**config.mk**
```make
export PLATFORM = sky130hd
export DESIGN_NAME = cpu8_alu_with_flags_core
export DESIGN_NICKNAME = d
export VERILOG_FILES = /design/src/rtl/core/c8alu_pkg.sv /design/src/rtl/core/cpu8_alu_with_flags_core.sv /design/src/rtl/core/c8alu_decode.sv /design/src/rtl/core/c8alu_exec.sv /design/src/rtl/core/c8alu_flags.sv
export SDC_FILE = /design/constraint.sdc
export NUM_CORES = 1
export LEC_CHECK = 0
export BUFFER_PORTS_ARGS = -buffer_cell sky130_fd_sc_hd__buf_2
export CAP_MARGIN = 0
export CORE_UTILIZATION = 40
export DETAILED_ROUTE_END_ITERATION = 10
export PLACE_DENSITY_LB_ADDON = 0.1
export SYNTH_ARGS = -nofsm -noshare
export SYNTH_HDL_FRONTEND = slang
export SYNTH_SLANG_ARGS = --single-unit
export TNS_END_PERCENT = 100
```
**constraint.sdc**
```tcl
create_clock -name clk -period 3.7 [get_ports clk]
set_clock_uncertainty 0.15 [all_clocks]
set_input_delay 0.185 -clock clk [delete_from_list [all_inputs] [get_ports clk]]
set_output_delay 0.185 -clock clk [all_outputs]
set_load 0.05 [all_outputs]
```
**src/rtl/core/c8alu_pkg.sv**
```systemverilog
// c8alu_pkg: shared types and constants for the 8-bit ALU with flags.
// Used by the decode, execute and flag stages and by the top level.
// No dependencies.
package c8alu_pkg;

	localparam int WORD_W = 16;
	localparam int BYTE_W = 8;
	localparam int FLAG_W = 4;

	// flag positions in the 4-bit flag word
	localparam int FLAG_Z = 3;
	localparam int FLAG_N = 2;
	localparam int FLAG_H = 1;
	localparam int FLAG_C = 0;

	// decimal adjust thresholds and corrections
	localparam logic [3:0] DAA_NIB_MAX = 4'h9;
	localparam logic [7:0] DAA_BYTE_MAX = 8'h99;
	localparam logic [7:0] DAA_ADJ_LO = 8'h06;
	localparam logic [7:0] DAA_ADJ_HI = 8'h60;

	typedef enum logic [4:0] {
		OP_ADD    = 5'd0,
		OP_ADC    = 5'd1,
		OP_SUB    = 5'd2,
		OP_SBC    = 5'd3,
		OP_AND    = 5'd4,
		OP_XOR    = 5'd5,
		OP_OR     = 5'd6,
		OP_CP     = 5'd7,
		OP_INC    = 5'd8,
		OP_DEC    = 5'd9,
		OP_RLCA   = 5'd10,
		OP_RRCA   = 5'd11,
		OP_RLA    = 5'd12,
		OP_RRA    = 5'd13,
		OP_DAA    = 5'd14,
		OP_CPL    = 5'd15,
		OP_SCF    = 5'd16,
		OP_CCF    = 5'd17,
		OP_RLC    = 5'd18,
		OP_RRC    = 5'd19,
		OP_RL     = 5'd20,
		OP_RR     = 5'd21,
		OP_SLA    = 5'd22,
		OP_SRA    = 5'd23,
		OP_SWAP   = 5'd24,
		OP_SRL    = 5'd25,
		OP_BIT    = 5'd26,
		OP_RES    = 5'd27,
		OP_SET    = 5'd28,
		OP_ADD16  = 5'd29,
		OP_ADD16S = 5'd30
	} op_t;

	// raw input item
	typedef struct packed {
		logic [4:0]        func;
		logic [WORD_W-1:0] acc;
		logic [WORD_W-1:0] opnd;
		logic [2:0]        bit_idx;
		logic [FLAG_W-1:0] fin;
	} in_t;

	// after decode: adder operands prepared
	typedef struct packed {
		logic [4:0]        func;
		logic [WORD_W-1:0] acc;
		logic [WORD_W-1:0] opnd;
		logic [2:0]        bit_idx;
		logic [FLAG_W-1:0] fin;
		logic [WORD_W-1:0] x;
		logic [WORD_W-1:0] y;
		logic              cy;
		logic              daa_c;
	} dec_t;

	// after execute: raw value plus carry taps
	typedef struct packed {
		logic [4:0]        func;
		logic [FLAG_W-1:0] fin;
		logic [WORD_W-1:0] res;
		logic [BYTE_W-1:0] zval;
		logic              c4;
		logic              c8;
		logic              c12;
		logic              c16;
		logic              sout;
		logic              bitz;
		logic              daa_c;
	} exe_t;

	// result item
	typedef struct packed {
		logic              wr;
		logic [FLAG_W-1:0] flags;
		logic [WORD_W-1:0] res;
	} out_t;

endpackage

```
**src/rtl/core/cpu8_alu_with_flags_core.sv**
```systemverilog
// cpu8_alu_with_flags_core: top level of the 8-bit CPU ALU with Z/N/H/C flags.
// Instantiates c8alu_decode, c8alu_exec and c8alu_flags; depends on c8alu_pkg.
//
//   channel   | dir | width | fields (lowest bit first)
//   ----------+-----+-------+---------------------------------------------------
//   s_axis    | in  | 48    | func[4:0] acc_in[20:5] operand_in[36:21]
//             |     |       | bit_index[39:37] flags_in[43:40] zero[47:44]
//   m_axis    | out | 24    | result[15:0] flags_out[19:16] write_result[20]
//             |     |       | zero[23:21]
//
// Pipeline: three register stages (decode, execute, flags), one transfer per cycle while
// m_axis_tready is high. The input transfer loads decode; the item then passes through
// the execute and flags registers, and the flags register drives m_axis.
// Every stage takes a new item whenever it is empty or its contents move on in the
// same cycle.
// Reset: arst_n clears only the stage valid bits; payload registers are not reset.
// Stalls: m_axis_tready low holds the output register; upstream stages keep
// filling until full, so bubbles squeeze out and no item is dropped or repeated.
module cpu8_alu_with_flags_core (
	input  logic        clk,
	input  logic        arst_n,
	input  logic        s_axis_tvalid,
	output logic        s_axis_tready,
	// func, acc_in, operand_in, bit_index, flags_in, zero pad
	input  logic [47:0] s_axis_tdata,
	output logic        m_axis_tvalid,
	input  logic        m_axis_tready,
	// result, flags_out, write_result, zero pad
	output logic [23:0] m_axis_tdata
);

	c8alu_pkg::in_t    in_item;
	c8alu_pkg::dec_t   dec_s1;
	c8alu_pkg::exe_t   exe_s2;
	c8alu_pkg::out_t   out_s3;
	logic              v_s1;
	logic              v_s2;
	logic              v_s3;
	logic              rdy_s2;
	logic              rdy_s3;

	// unpack the slave-side tdata
	assign in_item.func    = s_axis_tdata[4:0];
	assign in_item.acc     = s_axis_tdata[20:5];
	assign in_item.opnd    = s_axis_tdata[36:21];
	assign in_item.bit_idx = s_axis_tdata[39:37];
	assign in_item.fin     = s_axis_tdata[43:40];

	// stage 1: operand select, carry-in, decimal adjust correction
	c8alu_decode u_decode (
		.clk       (clk),
		.arst_n    (arst_n),
		.in_valid  (s_axis_tvalid),
		.in_ready  (s_axis_tready),
		.in_data   (in_item),
		.out_valid (v_s1),
		.out_ready (rdy_s2),
		.out_data  (dec_s1)
	);

	// stage 2: adder, logic, shifter, bit ops
	c8alu_exec u_exec (
		.clk       (clk),
		.arst_n    (arst_n),
		.in_valid  (v_s1),
		.in_ready  (rdy_s2),
		.in_data   (dec_s1),
		.out_valid (v_s2),
		.out_ready (rdy_s3),
		.out_data  (exe_s2)
	);

	// stage 3: flag assembly and write-back enable; this register drives m_axis
	c8alu_flags u_flags (
		.clk       (clk),
		.arst_n    (arst_n),
		.in_valid  (v_s2),
		.in_ready  (rdy_s3),
		.in_data   (exe_s2),
		.out_valid (v_s3),
		.out_ready (m_axis_tready),
		.out_data  (out_s3)
	);

	assign m_axis_tvalid = v_s3;
	assign m_axis_tdata  = {3'b000, out_s3.wr, out_s3.flags, out_s3.res};

	// an empty first stage always takes a transfer
	a_s1_empty_ready: assert property (@(posedge clk) disable iff (!arst_n)
		!v_s1 |-> s_axis_tready)
		else $error("input stalled with decode stage empty");

	// a full pipe behind a stalled output must push back on the input
	a_full_backpressure: assert property (@(posedge clk) disable iff (!arst_n)
		(v_s1 && v_s2 && v_s3 && !m_axis_tready) |-> !s_axis_tready)
		else $error("input accepted into a full stalled pipeline");

	// an accepted transfer lands in stage 1
	a_accept_lands: assert property (@(posedge clk) disable iff (!arst_n)
		(s_axis_tvalid && s_axis_tready) |=> v_s1)
		else $error("accepted item missing from decode stage");

	// an item in stage 2 moves into an empty output register
	a_s2_advances: assert property (@(posedge clk) disable iff (!arst_n)
		(v_s2 && !v_s3) |=> v_s3)
		else $error("execute stage item not forwarded to empty output");

endmodule

```
**src/rtl/core/c8alu_decode.sv**
```systemverilog
// c8alu_decode: first pipeline stage; picks adder operands and carry-in,
// works out the decimal adjust correction. Depends on c8alu_pkg.
module c8alu_decode (
	input  logic                clk,
	input  logic                arst_n,
	input  logic                in_valid,
	output logic                in_ready,
	input  c8alu_pkg::in_t      in_data,
	output logic                out_valid,
	input  logic                out_ready,
	output c8alu_pkg::dec_t     out_data
);

	logic                              valid_s1;
	c8alu_pkg::dec_t                   data_s1;
	c8alu_pkg::dec_t                   dec;
	logic [c8alu_pkg::BYTE_W-1:0]      a;
	logic [c8alu_pkg::BYTE_W-1:0]      b;
	logic [c8alu_pkg::BYTE_W-1:0]      adj;
	logic                              cin;
	logic                              hin;

	assign a   = in_data.acc[c8alu_pkg::BYTE_W-1:0];
	assign b   = in_data.opnd[c8alu_pkg::BYTE_W-1:0];
	assign cin = in_data.fin[c8alu_pkg::FLAG_C];
	assign hin = in_data.fin[c8alu_pkg::FLAG_H];

	always_comb begin
		dec.func    = in_data.func;
		dec.acc     = in_data.acc;
		dec.opnd    = in_data.opnd;
		dec.bit_idx = in_data.bit_idx;
		dec.fin     = in_data.fin;
		dec.x       = '0;
		dec.y       = '0;
		dec.cy      = 1'b0;
		dec.daa_c   = cin;
		adj         = '0;
		unique case (c8alu_pkg::op_t'(in_data.func))
			c8alu_pkg::OP_ADD, c8alu_pkg::OP_ADC: begin
				dec.x  = {8'h00, a};
				dec.y  = {8'h00, b};
				dec.cy = (in_data.func == c8alu_pkg::OP_ADC) ? cin : 1'b0;
			end
			// subtract as a + ~b + 1 - borrow
			c8alu_pkg::OP_SUB, c8alu_pkg::OP_SBC, c8alu_pkg::OP_CP: begin
				dec.x  = {8'h00, a};
				dec.y  = {8'h00, ~b};
				dec.cy = (in_data.func == c8alu_pkg::OP_SBC) ? ~cin : 1'b1;
			end
			c8alu_pkg::OP_INC: begin
				dec.x  = {8'h00, b};
				dec.cy = 1'b1;
			end
			c8alu_pkg::OP_DEC: begin
				dec.x = {8'h00, b};
				dec.y = 16'h00FF;
			end
			c8alu_pkg::OP_DAA: begin
				dec.x = {8'h00, a};
				if (!in_data.fin[c8alu_pkg::FLAG_N]) begin
					if (hin || (a[3:0] > c8alu_pkg::DAA_NIB_MAX))
						adj = adj | c8alu_pkg::DAA_ADJ_LO;
					if (cin || (a > c8alu_pkg::DAA_BYTE_MAX)) begin
						adj       = adj | c8alu_pkg::DAA_ADJ_HI;
						dec.daa_c = 1'b1;
					end
					dec.y = {8'h00, adj};
				end else begin
					if (hin)
						adj = adj | c8alu_pkg::DAA_ADJ_LO;
					if (cin)
						adj = adj | c8alu_pkg::DAA_ADJ_HI;
					dec.y  = {8'h00, ~adj};
					dec.cy = 1'b1;
				end
			end
			c8alu_pkg::OP_ADD16: begin
				dec.x = in_data.acc;
				dec.y = in_data.opnd;
			end
			c8alu_pkg::OP_ADD16S: begin
				dec.x = in_data.acc;
				dec.y = {{8{b[7]}}, b};
			end
			default: begin
				dec.x = '0;
			end
		endcase
	end

	assign in_ready = !valid_s1 || out_ready;

	always_ff @(posedge clk or negedge arst_n) begin
		if (!arst_n) begin
			valid_s1 <= 1'b0;
		end else if (in_ready) begin
			valid_s1 <= in_valid;
		end
	end

	always_ff @(posedge clk) begin
		if (in_valid && in_ready) begin
			data_s1 <= dec;
		end
	end

	assign out_valid = valid_s1;
	assign out_data  = data_s1;

endmodule

```
**src/rtl/core/c8alu_exec.sv**
```systemverilog
// c8alu_exec: second pipeline stage; 17-bit adder with carry taps, logic
// ops, shifts, rotates and bit ops. Depends on c8alu_pkg.
module c8alu_exec (
	input  logic                clk,
	input  logic                arst_n,
	input  logic                in_valid,
	output logic                in_ready,
	input  c8alu_pkg::dec_t     in_data,
	output logic                out_valid,
	input  logic                out_ready,
	output c8alu_pkg::exe_t     out_data
);

	logic                              valid_s2;
	c8alu_pkg::exe_t                   data_s2;
	c8alu_pkg::exe_t                   exe;
	logic [c8alu_pkg::WORD_W:0]        sum;
	logic [c8alu_pkg::WORD_W-1:0]      cvec;
	logic [c8alu_pkg::BYTE_W-1:0]      a;
	logic [c8alu_pkg::BYTE_W-1:0]      b;
	logic [c8alu_pkg::BYTE_W-1:0]      mask;
	logic                              cin;

	assign a    = in_data.acc[c8alu_pkg::BYTE_W-1:0];
	assign b    = in_data.opnd[c8alu_pkg::BYTE_W-1:0];
	assign cin  = in_data.fin[c8alu_pkg::FLAG_C];
	assign mask = 8'h01 << in_data.bit_idx;
	assign sum  = {1'b0, in_data.x} + {1'b0, in_data.y} + {16'h0000, in_data.cy};
	// carry into each bit position
	assign cvec = in_data.x ^ in_data.y ^ sum[c8alu_pkg::WORD_W-1:0];

	always_comb begin
		exe.func  = in_data.func;
		exe.fin   = in_data.fin;
		exe.res   = '0;
		exe.sout  = 1'b0;
		exe.c4    = cvec[4];
		exe.c8    = cvec[8];
		exe.c12   = cvec[12];
		exe.c16   = sum[c8alu_pkg::WORD_W];
		exe.bitz  = ~b[in_data.bit_idx];
		exe.daa_c = in_data.daa_c;
		unique case (c8alu_pkg::op_t'(in_data.func))
			c8alu_pkg::OP_ADD, c8alu_pkg::OP_ADC, c8alu_pkg::OP_SUB,
			c8alu_pkg::OP_SBC, c8alu_pkg::OP_INC, c8alu_pkg::OP_DEC,
			c8alu_pkg::OP_DAA:
				exe.res = {8'h00, sum[7:0]};
			c8alu_pkg::OP_CP, c8alu_pkg::OP_SCF, c8alu_pkg::OP_CCF:
				exe.res = {8'h00, a};
			c8alu_pkg::OP_AND:  exe.res = {8'h00, a & b};
			c8alu_pkg::OP_XOR:  exe.res = {8'h00, a ^ b};
			c8alu_pkg::OP_OR:   exe.res = {8'h00, a | b};
			c8alu_pkg::OP_CPL:  exe.res = {8'h00, ~a};
			c8alu_pkg::OP_RLCA: begin
				exe.res  = {8'h00, a[6:0], a[7]};
				exe.sout = a[7];
			end
			c8alu_pkg::OP_RRCA: begin
				exe.res  = {8'h00, a[0], a[7:1]};
				exe.sout = a[0];
			end
			c8alu_pkg::OP_RLA: begin
				exe.res  = {8'h00, a[6:0], cin};
				exe.sout = a[7];
			end
			c8alu_pkg::OP_RRA: begin
				exe.res  = {8'h00, cin, a[7:1]};
				exe.sout = a[0];
			end
			c8alu_pkg::OP_RLC: begin
				exe.res  = {8'h00, b[6:0], b[7]};
				exe.sout = b[7];
			end
			c8alu_pkg::OP_RRC: begin
				exe.res  = {8'h00, b[0], b[7:1]};
				exe.sout = b[0];
			end
			c8alu_pkg::OP_RL: begin
				exe.res  = {8'h00, b[6:0], cin};
				exe.sout = b[7];
			end
			c8alu_pkg::OP_RR: begin
				exe.res  = {8'h00, cin, b[7:1]};
				exe.sout = b[0];
			end
			c8alu_pkg::OP_SLA: begin
				exe.res  = {8'h00, b[6:0], 1'b0};
				exe.sout = b[7];
			end
			c8alu_pkg::OP_SRA: begin
				exe.res  = {8'h00, b[7], b[7:1]};
				exe.sout = b[0];
			end
			c8alu_pkg::OP_SWAP: exe.res = {8'h00, b[3:0], b[7:4]};
			c8alu_pkg::OP_SRL: begin
				exe.res  = {8'h00, 1'b0, b[7:1]};
				exe.sout = b[0];
			end
			c8alu_pkg::OP_BIT:  exe.res = {8'h00, b};
			c8alu_pkg::OP_RES:  exe.res = {8'h00, b & ~mask};
			c8alu_pkg::OP_SET:  exe.res = {8'h00, b | mask};
			c8alu_pkg::OP_ADD16, c8alu_pkg::OP_ADD16S:
				exe.res = sum[c8alu_pkg::WORD_W-1:0];
			default: exe.res = '0;
		endcase
		// compare sets Z from the difference, not from the kept accumulator
		exe.zval = (in_data.func == c8alu_pkg::OP_CP) ? sum[7:0] :
			exe.res[c8alu_pkg::BYTE_W-1:0];
	end

	assign in_ready = !valid_s2 || out_ready;

	always_ff @(posedge clk or negedge arst_n) begin
		if (!arst_n) begin
			valid_s2 <= 1'b0;
		end else if (in_ready) begin
			valid_s2 <= in_valid;
		end
	end

	always_ff @(posedge clk) begin
		if (in_valid && in_ready) begin
			data_s2 <= exe;
		end
	end

	assign out_valid = valid_s2;
	assign out_data  = data_s2;

endmodule

```
**src/rtl/core/c8alu_flags.sv**
```systemverilog
// c8alu_flags: third pipeline stage; assembles Z/N/H/C and the write-back
// enable, and holds the output register. Depends on c8alu_pkg.
module c8alu_flags (
	input  logic                clk,
	input  logic                arst_n,
	input  logic                in_valid,
	output logic                in_ready,
	input  c8alu_pkg::exe_t     in_data,
	output logic                out_valid,
	input  logic                out_ready,
	output c8alu_pkg::out_t     out_data
);

	logic                              valid_s3;
	c8alu_pkg::out_t                   data_s3;
	c8alu_pkg::out_t                   fo;
	logic                              z;
	logic                              cin;
	logic [c8alu_pkg::FLAG_W-1:0]      fin;

	assign fin = in_data.fin;
	assign cin = fin[c8alu_pkg::FLAG_C];
	assign z   = (in_data.zval == '0);

	// flag word order: Z N H C
	always_comb begin
		fo.res   = in_data.res;
		fo.flags = fin;
		fo.wr    = 1'b1;
		unique case (c8alu_pkg::op_t'(in_data.func))
			c8alu_pkg::OP_ADD, c8alu_pkg::OP_ADC:
				fo.flags = {z, 1'b0, in_data.c4, in_data.c8};
			c8alu_pkg::OP_SUB, c8alu_pkg::OP_SBC:
				fo.flags = {z, 1'b1, ~in_data.c4, ~in_data.c8};
			c8alu_pkg::OP_CP: begin
				fo.flags = {z, 1'b1, ~in_data.c4, ~in_data.c8};
				fo.wr    = 1'b0;
			end
			c8alu_pkg::OP_AND:  fo.flags = {z, 1'b0, 1'b1, 1'b0};
			c8alu_pkg::OP_XOR, c8alu_pkg::OP_OR, c8alu_pkg::OP_SWAP:
				fo.flags = {z, 3'b000};
			c8alu_pkg::OP_INC:  fo.flags = {z, 1'b0, in_data.c4, cin};
			c8alu_pkg::OP_DEC:  fo.flags = {z, 1'b1, ~in_data.c4, cin};
			c8alu_pkg::OP_RLCA, c8alu_pkg::OP_RRCA, c8alu_pkg::OP_RLA, c8alu_pkg::OP_RRA:
				fo.flags = {3'b000, in_data.sout};
			c8alu_pkg::OP_DAA:
				fo.flags = {z, fin[c8alu_pkg::FLAG_N], 1'b0, in_data.daa_c};
			c8alu_pkg::OP_CPL:  fo.flags = {fin[c8alu_pkg::FLAG_Z], 1'b1, 1'b1, cin};
			c8alu_pkg::OP_SCF: begin
				fo.flags = {fin[c8alu_pkg::FLAG_Z], 3'b001};
				fo.wr    = 1'b0;
			end
			c8alu_pkg::OP_CCF: begin
				fo.flags = {fin[c8alu_pkg::FLAG_Z], 2'b00, ~cin};
				fo.wr    = 1'b0;
			end
			c8alu_pkg::OP_RLC, c8alu_pkg::OP_RRC, c8alu_pkg::OP_RL, c8alu_pkg::OP_RR,
			c8alu_pkg::OP_SLA, c8alu_pkg::OP_SRA, c8alu_pkg::OP_SRL:
				fo.flags = {z, 2'b00, in_data.sout};
			c8alu_pkg::OP_BIT: begin
				fo.flags = {in_data.bitz, 1'b0, 1'b1, cin};
				fo.wr    = 1'b0;
			end
			c8alu_pkg::OP_RES, c8alu_pkg::OP_SET:
				fo.flags = fin;
			c8alu_pkg::OP_ADD16:
				fo.flags = {fin[c8alu_pkg::FLAG_Z], 1'b0, in_data.c12, in_data.c16};
			c8alu_pkg::OP_ADD16S:
				fo.flags = {2'b00, in_data.c4, in_data.c8};
			default: begin
				fo.res = '0;
				fo.wr  = 1'b0;
			end
		endcase
	end

	assign in_ready = !valid_s3 || out_ready;

	always_ff @(posedge clk or negedge arst_n) begin
		if (!arst_n) begin
			valid_s3 <= 1'b0;
		end else if (in_ready) begin
			valid_s3 <= in_valid;
		end
	end

	always_ff @(posedge clk) begin
		if (in_valid && in_ready) begin
			data_s3 <= fo;
		end
	end

	assign out_valid = valid_s3;
	assign out_data  = data_s3;

endmodule
```
Word-level counts from Yosys, hierarchy flattened. Index checks and enable logic that the tools add are counted.

Bits in registers: 126. Bits in latches: 0. Bits in writable memories: 0. ROM bits: 0. Input port bits: 52. Output and inout port bits: 26. Logic and storage cells: 174. Memories kept: 0.

$add $sub $neg: 2. Multiply operators: 0. Div/mod/pow operators: 0. Order comparisons: 3. Equality and inequality tests: 69. Shift operators: 1. Muxes and demuxes: 23. Bitwise logic cells: 16. Reduce and logical (&&, ||, !) cells: 34.

Operators by type and width (number): case mux 16 bit (22 select lines) (1); == test 5 bit (second input constant) (32); case mux 16 bit (6 select lines) (1); == test 5 x 4 -> 1 bit (second input constant) (19); case mux 4 bit (15 select lines) (1); case mux 16 bit (3 select lines) (1); == test 5 x 3 -> 1 bit (second input constant) (9); two-way mux 8 bit (4); NOT 8 bit (4); OR reduction 31 bit (1); == test 5 x 2 -> 1 bit (second input constant) (6); OR reduction 27 bit (1); bitwise XOR 13 bit (2); adder 16 x 16 -> 17 bit (1); adder 17 x 1 -> 17 bit (1); bitwise AND 8 bit (2); OR 8 bit (2); == test 5 x 1 -> 1 bit (second input constant) (3); zero test 5 bit (3); OR reduction 3 bit (5); two-way mux 7 bit (2); OR reduction 2 bit (7); OR reduction 7 bit (2); greater-than comparator 8 bit (second input constant) (1); other kinds (15) (37).

Depth between registers and ports, before layout. Gate-level depths: netlist of run 1.

Depth in word-level cells: 7. Gate-level depth with buffers: 8. Gate-level depth less buffers: 7.

By module. From an unflattened synthesis of run 1, not the netlist that was laid out.

Cell total of the unflattened synthesis: 700. Area, all modules: 8064.0 um^2.

Modules (own cells, without submodules): c8alu_exec (instances 1, cells each 391, area an instance 3616.0 um^2, seq. area each 1226.2 um^2); c8alu_decode (instances 1, cells each 176, area an instance 3042.9 um^2, seq. area each 2367.3 um^2); c8alu_flags (instances 1, cells each 129, area an instance 1378.8 um^2, seq. area each 655.6 um^2); cpu8_alu_with_flags_core (instances 1, cells each 4, area an instance 26.3 um^2, seq. area each 0.0 um^2).

Worst setup path before layout of run 1. OpenSTA, ideal clock, no wires.

Path type: register to register. Start: reg u_flags.valid_s3 (netlist: u_flags.out_valid). End: reg u_decode.data_s1 (netlist bit u_decode.out_data[0]), enable pin. Library setup time: 426 ps. Arrival: 2742 ps. Path slack: 381 ps. Stages on the path, launching flop included: 4. Path buffers: 0. Cells stage by stage: dfrtp_1 -> nor2b_1 -> nand3_1 -> and2_1.

Cells in the longest elaborated chain, start to end: 5.

Ends and longest elaborated chain: start: declaration (RTL line c8alu_flags.sv:14) `logic valid_s3;`; start signal: assignment (RTL line c8alu_flags.sv:83) `valid_s3 <= in_valid;`; zero test 1 bit (RTL line c8alu_flags.sv:77) `assign in_ready = !valid_s3 || out_ready;`; logical OR 1 bit (RTL line c8alu_flags.sv:77); logical OR 1 bit (RTL line c8alu_exec.sv:111) `assign in_ready = !valid_s2 || out_ready;`; logical OR 1 bit (RTL line c8alu_decode.sv:92) `assign in_ready = !valid_s1 || out_ready;`; named net s_axis_tready (RTL line cpu8_alu_with_flags_core.sv:23) `output logic s_axis_tready,`; logical AND 1 bit (RTL line c8alu_decode.sv:103) `if (in_valid && in_ready) begin`; end signal: assignment (RTL line c8alu_decode.sv:104) `data_s1 <= dec;`; end: declaration (RTL line c8alu_decode.sv:15) `c8alu_pkg::dec_t data_s1;`.

The timed path passes the listed nets, and every way through them passes these cells. A chain may end at the register's enable or synchronous reset.

==> metrics.yaml, run 1 <==
placement:
  io_buffer_count: 70
  hpwlAfterDp_um: 13770
  gp_congestion: 0.9117
synth:
  ys.flop_type: "edfxtp_1"
  async_flop_share_pct: 2.381
  synth_edf_count: 123
  ys_ff_latch: 126
  avgSynthCellArea_um2: 11.01
  netlist_area_um2: 7467
  synth_warnings: 0
  synth_cells: 678
  ys_seq_area_share_pct: 50.47
  synth.distinct_cells: 79
critical_path:
  critPathKind: "reg -> reg"
  worst_path_max_delay_cell: "a311oi_1"
  path_depth: 7
  r2r_slack_ns: 0.42
  cp-end-kind: "flip-flop"
  slowest_delay_ns: 0.55
  critical-path-top-delay-family: "compound AO/OA/AOI/OAI gates"
  timing.critical_path.buf_inv: 0
  crit_path_end: "u_exec.out_data[3]$_DFFE_PP_"
  worst_ep_required_time_ns: 3.72
  startpoint_type: "flip-flop"
  reg2reg_depth: 7
  crit_start: "u_decode.out_data[1]$_DFFE_PP_"
  worstReg2RegStart: "u_decode.out_data[1]$_DFFE_PP_"
  rr_endpoint: "u_exec.out_data[3]$_DFFE_PP_"
  cp_max_fo: 4
  crit_arrival_ns: 3.29
  path_cells: "fa_1, fa_1, a211oi_1, o21ai_0, a311oi_1, o21ai_0, a21o_1"
status:
  run_status: "finished, violations left"
  violations: "design-rule violations"
pwr:
  switching_share_pct: 28.75
  vdd_drop_max_v: 0.0003575
  clock_power_share_pct: 37.8
  cellInternalPower_mw: 3.047
  power.share.combinational_pct: 18.4
  p_leak_nw: 3.547
  seqPwrFrac_pct: 43.8
  powerDensity_nw_per_um2: 469.8
  p_switching_mw: 1.230
sta:
  timing.fmax_ghz: 0.3050
  hold_viol: 0
  fin_crit_sh_pct: 88.61
  worst_hold_slack_ns: 0.2686
  setup_violations: 0
  setup_tns_ns: 0
  worstMarginPinSlew_ns: 0.9777
  final.min_clock_period_ns: 3.279
  max_slew_margin_pct: 34.82
  rsz0062_at_grt: "no"
  maxSlewViolCount: 0
floorplan:
  dieArea_um2: 19220
  coreArea_um2: 18150
  start_util_pct: 41.15
  ios: 78
  dieWidth_um: 138.6
  die_height_um: 138.6
  rows: 49
routing:
  via_per_inst: 5.748
  dr.pass1.iters: 8
  drtAntennaViolNets: 0
  drtIter0Drc: 659
  wl_per_cell_um: 18.84
  postRouteWirelength_um: 19380
  drc: 10
  vias: 5915
clock_tree:
  clkSlewWorstSetupHoldPaths_ns: 0.06
  cts_root_buffer: "clkbuf_16"
  cts.sinks: 126
  cts_tree: "yes"
  cts_made_buffers: 17
  cts.path.max_buffers: 2
  clock_latency_ns: 0.41
  post_cts_buffers: 0
  htree_levels: 4
grt:
  grt_pass1_wl_um: 30410
  grt_pass1_vias: 5536
  grt_max_degree: 41
  grt_usage_pct: 20.54
  overflow: 0
  antenna_found_initial: 0
cells_and_area:
  nets: 856
  drive_gt1_share_pct: 17.00
  layout_common_cells: "123 x edfxtp_1, 70 x buf_2, 49 x dlygate4sd3_1"
  areaGrowthSynthToFinish_pct: 21.90
  layout_commonest_cell: "edfxtp_1"
  n_antenna_cell: 0
flow_run:
  max-cap-violations: 0
min_path:
  whs_path_depth: 0
  hold_start: "u_decode.out_data[37]$_DFFE_PP_"
  min_path_type: "reg -> reg"
-- synthesized netlist by cell type (15+ instances only) --
master	n	area [um^2]
edfxtp_1	123	3694
o21ai_0	24	120.1
a21oi_1	38	190.2
nand3_1	16	80.08
clkbuf_1	28	105.1
ha_1	15	187.7
nor2_1	38	142.6
and2_1	16	100.1
nand2_1	40	150.1
nor2b_1	35	219.0
nand2b_1	17	106.4
-- per-stage QoR --
| stage | utilization, % | area (um^2) | setup slack (ns) | cells | power, mW |
|---|---|---|---|---|---|
| 2_1_floorplan | - | 7475 | 0.3814 | 680 | 2.404 |
| 3_3_place_gp | 44.31 | 8041 | 0.5176 | 948 | 2.631 |
| 3_5_place_dp | 44.31 | 8041 | 0.4344 | 948 | 2.641 |
| 4_1_cts | 50.16 | 9102 | 0.4200 | 1029 | 4.307 |
| 5_1_grt | 50.16 | 9102 | 0.1535 | 1029 | 4.456 |
| 6_report | 50.16 | 9102 | 0.4213 | 1029 | 4.277 |
-- logic make-up after synthesis --
kind of cell	count (synthesis)	share of synthesized area, %
buffers and inverters	59	3.468
DFF	126	50.47
AOI/OAI and AO/OA	195	18.75
xor gates and xnor gates	17	2.095
other	1	0.05022
muxes	10	1.676
adders and majority gates	17	3.050
and+or+nand+nor	253	20.44
-- worst min-delay path by stage --
stage | to | slack, ns
after CTS | u_exec.out_data[34]$_DFFE_PP_ | 0.27
after global routing | u_exec.out_data[34]$_DFFE_PP_ | 0.29
final | u_exec.out_data[34]$_DFFE_PP_ | 0.27
after floorplan | u_decode.out_valid$_DFFE_PN0N_ | -0.26
after global placement | u_decode.out_valid$_DFFE_PN0N_ | -0.17
after detailed placement | u_decode.out_valid$_DFFE_PN0N_ | -0.16
-- power groups by stage --
| stage | clock network (mW) | registers, mW | logic (mW) |
|---|---|---|---|
| after CTS | 1.65 | 1.87 | 0.784 |
| final | 1.62 | 1.87 | 0.787 |
| after detailed placement | 0 | 1.90 | 0.740 |
| after global routing | 1.71 | 1.89 | 0.853 |
| after floorplan | 0 | 1.93 | 0.477 |
| after global placement | 0 | 1.90 | 0.734 |
-- per-layer routing --
layer  up-vias  share of wire (%)  GRT usage, %
li1       2872                  -             -
met1      2786                 47         28.76
met2       224                 45         31.10
met3        33                6.7         4.834
met4         0                1.7         7.427
met5         -                  0             0
-- state kept, by name (all words and copies together) (netlist names) --
register,flops
u_decode.out_data,62
u_flags.out_valid,1
u_exec.out_valid,1
u_decode.out_valid,1
u_exec.out_data,40
u_flags.out_data,21
-- worst register-to-register path: cells and delay by family, from the launching register on --
| kind | cells | cell delay (ns) |
|---|---|---|
| AO/OA/AOI/OAI | 5 | 1.57 |
| adder cells (fa/ha/maj) | 2 | 0.92 |
| flip-flops | 1 | 0.40 |
-- layout make-up --
cell class	count	area (um^2)
inverters	13	48.80
well taps	229	286.5
fillers	1631	9045
repair buffers	134	978.4
clock buffers	18	429.2
flip-flops and latches	126	3769
clock inverters	14	141.4
multi-input cells	495	3450
-- what timing repair did --
item                                   4_1_cts  5_1_grt
hold buffers                                49        0
endpoints found under the hold margin       64        0
resized for setup                            0        0
Note: power is estimated with default switching activity, not from simulation.
==> run 2: changes to the inputs <==
- RECOVER_POWER: unset -> 100
- clock period: 3.7 -> 3.09 ns (I/O delays scaled with it)
==> metrics.yaml, run 2 (synthesis results as in run 1) <==
status:
  run_status: "finished, violations left"
  violations: "design-rule violations, max-capacitance violations, max-slew violations"
sta:
  max_slew_margin_pct: -13.57
  worstMarginPinSlew_ns: 1.703
  timing.fmax_ghz: 0.3404
  setup_tns_ns: 0
  setup_violations: 0
  maxSlewViolCount: 41
  hold_viol: 0
  rsz0062_at_grt: "no"
  final.min_clock_period_ns: 2.938
  worst_hold_slack_ns: 0.2680
  fin_crit_sh_pct: 95.07
critical_path:
  critPathKind: "reg -> reg"
  r2r_slack_ns: 0.15
  rr_endpoint: "u_exec.out_data[29]$_DFFE_PP_"
  worst_path_max_delay_cell: "fa_1"
  path_common_cell: "fa_1"
  cp_max_fo: 3
  crit_arrival_ns: 3.04
  critical-path-top-delay-family: "adder cells"
  timing.critical_path.buf_inv: 1
  worst_ep_required_time_ns: 3.19
  startpoint_type: "flip-flop"
  cp-end-kind: "flip-flop"
  reg2reg_depth: 8
  path_cells: "fa_1, fa_1, a211oi_2, o21ai_1, clkbuf_1, a211o_1, a21oi_1, mux2i_1"
  slowest_delay_ns: 0.50
  worstReg2RegStart: "u_decode.out_data[1]$_DFFE_PP_"
pwr:
  switching_share_pct: 29.84
  p_switching_mw: 1.525
  power.share.combinational_pct: 19.2
  clock_power_share_pct: 37.3
  p_leak_nw: 3.474
  powerDensity_nw_per_um2: 559.4
  cellInternalPower_mw: 3.587
  vdd_drop_max_v: 0.0004335
  seqPwrFrac_pct: 43.5
floorplan:
  dieWidth_um: 138.6
  dieArea_um2: 19220
  ios: 78
  die_height_um: 138.6
  start_util_pct: 41.15
  rows: 49
  coreArea_um2: 18150
cells_and_area:
  areaGrowthSynthToFinish_pct: 22.39
  nets: 871
  largest_reg_flops: 62
  postLayoutCoreUtil_pct: 50.36
  drive_gt1_share_pct: 12.02
  layout_common_cells: "123 x edfxtp_1, 53 x clkbuf_1, 49 x dlygate4sd3_1"
  layout_commonest_cell: "edfxtp_1"
  n_antenna_cell: 0
min_path:
  whs_path_depth: 0
  min_path_type: "reg -> reg"
  min_to: "u_exec.out_data[33]$_DFFE_PP_"
  hold_start: "u_decode.out_data[36]$_DFFE_PP_"
clock_tree:
  cts.path.max_buffers: 2
  cts.sinks: 126
  clock_latency_ns: 0.42
  clkSlewWorstSetupHoldPaths_ns: 0.06
  cts_made_buffers: 17
  cts_root_buffer: "clkbuf_16"
  post_cts_buffers: 0
  htree_levels: 4
  cts_tree: "yes"
grt:
  antenna_found_initial: 0
  grt_usage_pct: 21.19
  grt_pass1_vias: 5666
  grt_pass1_wl_um: 31370
  grt_max_degree: 42
  overflow: 0
routing:
  wl_per_cell_um: 19.32
  drc: 12
  postRouteWirelength_um: 20170
  via_per_inst: 5.830
  drtIter0Drc: 704
  dr.pass1.iters: 8
  drtAntennaViolNets: 0
  vias: 6087
placement:
  hpwlAfterDp_um: 14260
  gp_congestion: 0.9514
  io_buffer_count: 70
flow_run:
  max-cap-violations: 1
run 2: cell count changes in the layout (fill, tap and decap cells not counted), sizes merged:
cell      previous run  this run
buf                 85        45
bufinv               2         1
clkbuf              18        72
clkinv               5         6
clkinvlp             4         3
inv                 16        18
run 2: routing by layer:
metal | GRT usage, % | vias up | wire length, um
met5 | 0 | - | 0
met4 | 8.538 | 0 | 370
met3 | 3.971 | 33 | 1316
met2 | 32.01 | 256 | 8988
met1 | 30.03 | 2906 | 9490
li1 | - | 2892 | -
run 2: what timing repair did:
action	CTS	global route
hold buffers	49	0
endpoints found under the hold margin	67	0
endpoints found under the setup margin	0	3
gates resized for setup	0	2
run 2: power by group through the flow:
| stage | logic [mW] | clock network, mW | registers [mW] |
|---|---|---|---|
| finish | 0.981 | 1.91 | 2.23 |
| global route | 1.06 | 2.01 | 2.24 |
| CTS | 0.998 | 1.95 | 2.22 |
| detailed placement | 0.946 | 0 | 2.25 |
| global placement | 0.938 | 0 | 2.25 |
| floorplan | 0.572 | 0 | 2.31 |
run 2: worst max-delay path by stage:
stage / startpoint / end / slack, ns / cells past startpoint
after floorplan: u_decode.out_data[1]$_DFFE_PP_ / u_exec.out_data[3]$_DFFE_PP_ / 0.20 / 7
after global placement: u_decode.out_data[1]$_DFFE_PP_ / u_exec.out_data[27]$_DFFE_PP_ / 0.15 / 8
after detailed placement: u_decode.out_data[1]$_DFFE_PP_ / u_exec.out_data[29]$_DFFE_PP_ / 0.09 / 8
after CTS: u_decode.out_data[1]$_DFFE_PP_ / u_exec.out_data[29]$_DFFE_PP_ / 0.04 / 8
after global routing: u_decode.out_data[1]$_DFFE_PP_ / u_exec.out_data[27]$_DFFE_PP_ / 0.05 / 8
final: u_decode.out_data[1]$_DFFE_PP_ / u_exec.out_data[29]$_DFFE_PP_ / 0.15 / 8
run 2: through the flow:
| stage | instance area (um^2) | std cells | total power [mW] | setup WS (ns) |
|---|---|---|---|---|
| after global placement | 8192 | 963 | 3.190 | 0.1532 |
| final | 9139 | 1044 | 5.112 | 0.1522 |
| after floorplan | 7476 | 680 | 2.877 | 0.1975 |
| after detailed placement | 8192 | 963 | 3.201 | 0.08714 |
| after CTS | 9245 | 1044 | 5.167 | 0.04486 |
| after global routing | 9139 | 1044 | 5.319 | 0.04906 |
run 2: layout make-up:
cell class / instances / area [um^2]
Fill cell: 1670 / 9009
Sequential cell: 126 / 3769
Multi-Input combinational cell: 495 / 3435
Timing Repair Buffer: 149 / 1037
Clock buffer: 17 / 425.4
Tap cell: 229 / 286.5
Clock inverter: 15 / 137.6
Inverter: 13 / 48.80
==> run 3: changes to the inputs <==
- REMOVE_ABC_BUFFERS: unset -> 1
==> metrics.yaml, run 3 (synthesis results as in run 1) <==
status:
  violations: "design-rule violations, max-capacitance violations, max-slew violations"
  run_status: "finished, violations left"
pwr:
  p_leak_nw: 3.420
  powerDensity_nw_per_um2: 555.5
  vdd_drop_max_v: 0.0003949
cells_and_area:
  final_cells: 1039
  drive_gt1_share_pct: 11.11
  seq_area_um2: 3769
  largest_reg_flops: 62
  areaGrowthSynthToFinish_pct: 21.28
  nets: 866
  n_fill_cell: 1655
  n_antenna_cell: 0
  post-route-cell-area_um2: 9056
  layout_common_cells: "123 x edfxtp_1, 56 x clkbuf_1, 49 x dlygate4sd3_1"
  postLayoutCoreUtil_pct: 49.90
  multi_input_area_um2: 3438
  layout_commonest_cell: "edfxtp_1"
min_path:
  min_to: "u_exec.out_data[32]$_DFFE_PP_"
  whs_path_depth: 0
  min_path_type: "reg -> reg"
  hold_start: "u_decode.out_data[35]$_DFFE_PP_"
clock_tree:
  cts_root_buffer: "clkbuf_16"
  cts_tree: "yes"
  clkSlewWorstSetupHoldPaths_ns: 0.05
  cts.path.max_buffers: 2
  htree_levels: 4
  clock_latency_ns: 0.41
  cts.sinks: 126
  cts_made_buffers: 17
  post_cts_buffers: 0
critical_path:
  cp_max_fo: 3
  reg2reg_depth: 8
  worst_ep_required_time_ns: 3.09
  startpoint_type: "flip-flop"
  crit_arrival_ns: 2.89
  cp-end-kind: "flip-flop"
  rr_endpoint: "u_exec.out_data[27]$_DFFE_PP_"
  r2r_slack_ns: 0.19
  critPathKind: "reg -> reg"
  worstReg2RegStart: "u_decode.out_data[1]$_DFFE_PP_"
grt:
  grt_pass1_vias: 5825
  overflow: 0
  grt_max_degree: 45
  grt_usage_pct: 21.60
  antenna_found_initial: 0
  grt_pass1_wl_um: 32120
routing:
  vias: 6043
  drtAntennaViolNets: 0
  via_per_inst: 5.816
  dr.pass1.iters: 8
  wl_per_cell_um: 19.42
  drc: 11
  postRouteWirelength_um: 20180
  drtIter0Drc: 446
sta:
  maxSlewViolCount: 41
  worstMarginPinSlew_ns: 1.712
  hold_viol: 0
  worst_hold_slack_ns: 0.2753
  rsz0062_at_grt: "no"
  final.min_clock_period_ns: 2.897
  setup_tns_ns: 0
  setup_violations: 0
  timing.fmax_ghz: 0.3452
  fin_crit_sh_pct: 93.75
  max_slew_margin_pct: -14.13
placement:
  gp_congestion: 0.9228
  placed_area_um2: 8117
  placedCellCount: 958
  io_buffer_count: 70
  hpwlAfterDp_um: 14480
floorplan:
  rows: 49
  die_height_um: 138.6
  coreArea_um2: 18150
  dieWidth_um: 138.6
  dieArea_um2: 19220
  start_util_pct: 41.15
  ios: 78
flow_run:
  max-cap-violations: 1
run 3: layout make-up:
| class | count | area share [%] |
|---|---|---|
| clock buffers | 21 | 5.084 |
| clock inverters | 11 | 1.036 |
| inverters | 13 | 0.5388 |
| multi-input cells | 495 | 37.97 |
| flip-flops and latches | 126 | 41.61 |
| well taps | 229 | 3.164 |
| repair buffers | 144 | 10.60 |
run 3: repair_timing:
| action | in CTS | in global routing |
|---|---|---|
| hold buffers | 49 | 0 |
| endpoints found under the hold margin | 65 | 0 |
| resized for setup | 0 | 1 |
| setup endpoints to repair | 0 | 2 |
run 3: routing by layer:
metal | up-vias | routed length [um] | GRT usage, %
met1 | 2884 | 9259 | 30.00
met3 | 25 | 1272 | 4.558
met4 | 0 | 341 | 7.251
met2 | 246 | 9305 | 33.64
li1 | 2888 | - | -
met5 | - | 0 | 0
run 3: worst max-delay path, stage by stage, from the launching register on:
cell      delay, ns
edfxtp_1       0.40
fa_1           0.49
fa_1           0.44
a211oi_2       0.24
o21ai_0        0.17
a311oi_1       0.38
buf_4          0.18
xor2_1         0.14
nor2_1         0.05
run 3: worst max path at each step:
stage | from | end | slack [ns] | depth (start not counted)
final | u_decode.out_data[1]$_DFFE_PP_ | u_exec.out_data[27]$_DFFE_PP_ | 0.19 | 8
after floorplan | u_flags.out_valid$_DFFE_PN0P_ | u_decode.out_data[0]$_DFFE_PP_ | -0.23 | 3
after global routing | u_decode.out_data[1]$_DFFE_PP_ | u_exec.out_data[27]$_DFFE_PP_ | 0.01 | 8
after detailed placement | u_decode.out_data[1]$_DFFE_PP_ | u_exec.out_data[27]$_DFFE_PP_ | 0.14 | 8
after global placement | u_decode.out_data[1]$_DFFE_PP_ | u_exec.out_data[27]$_DFFE_PP_ | 0.16 | 8
after CTS | u_decode.out_data[1]$_DFFE_PP_ | u_exec.out_data[27]$_DFFE_PP_ | 0.13 | 8
run 3: power breakdown:
part           switching, mW  internal (mW)
Clock                  0.700           1.14
Sequential             0.133           2.10
Combinational          0.599          0.357
run 3: per-stage QoR:
| step | setup WS (ns) | total power [mW] |
|---|---|---|
| 4_1_cts | 0.1309 | 5.074 |
| 5_1_grt | 0.01450 | 5.259 |
| 6_report | 0.1932 | 5.031 |
| 3_3_place_gp | 0.1591 | 3.178 |
| 2_1_floorplan | -0.2286 | 2.851 |
| 3_5_place_dp | 0.1366 | 3.187 |
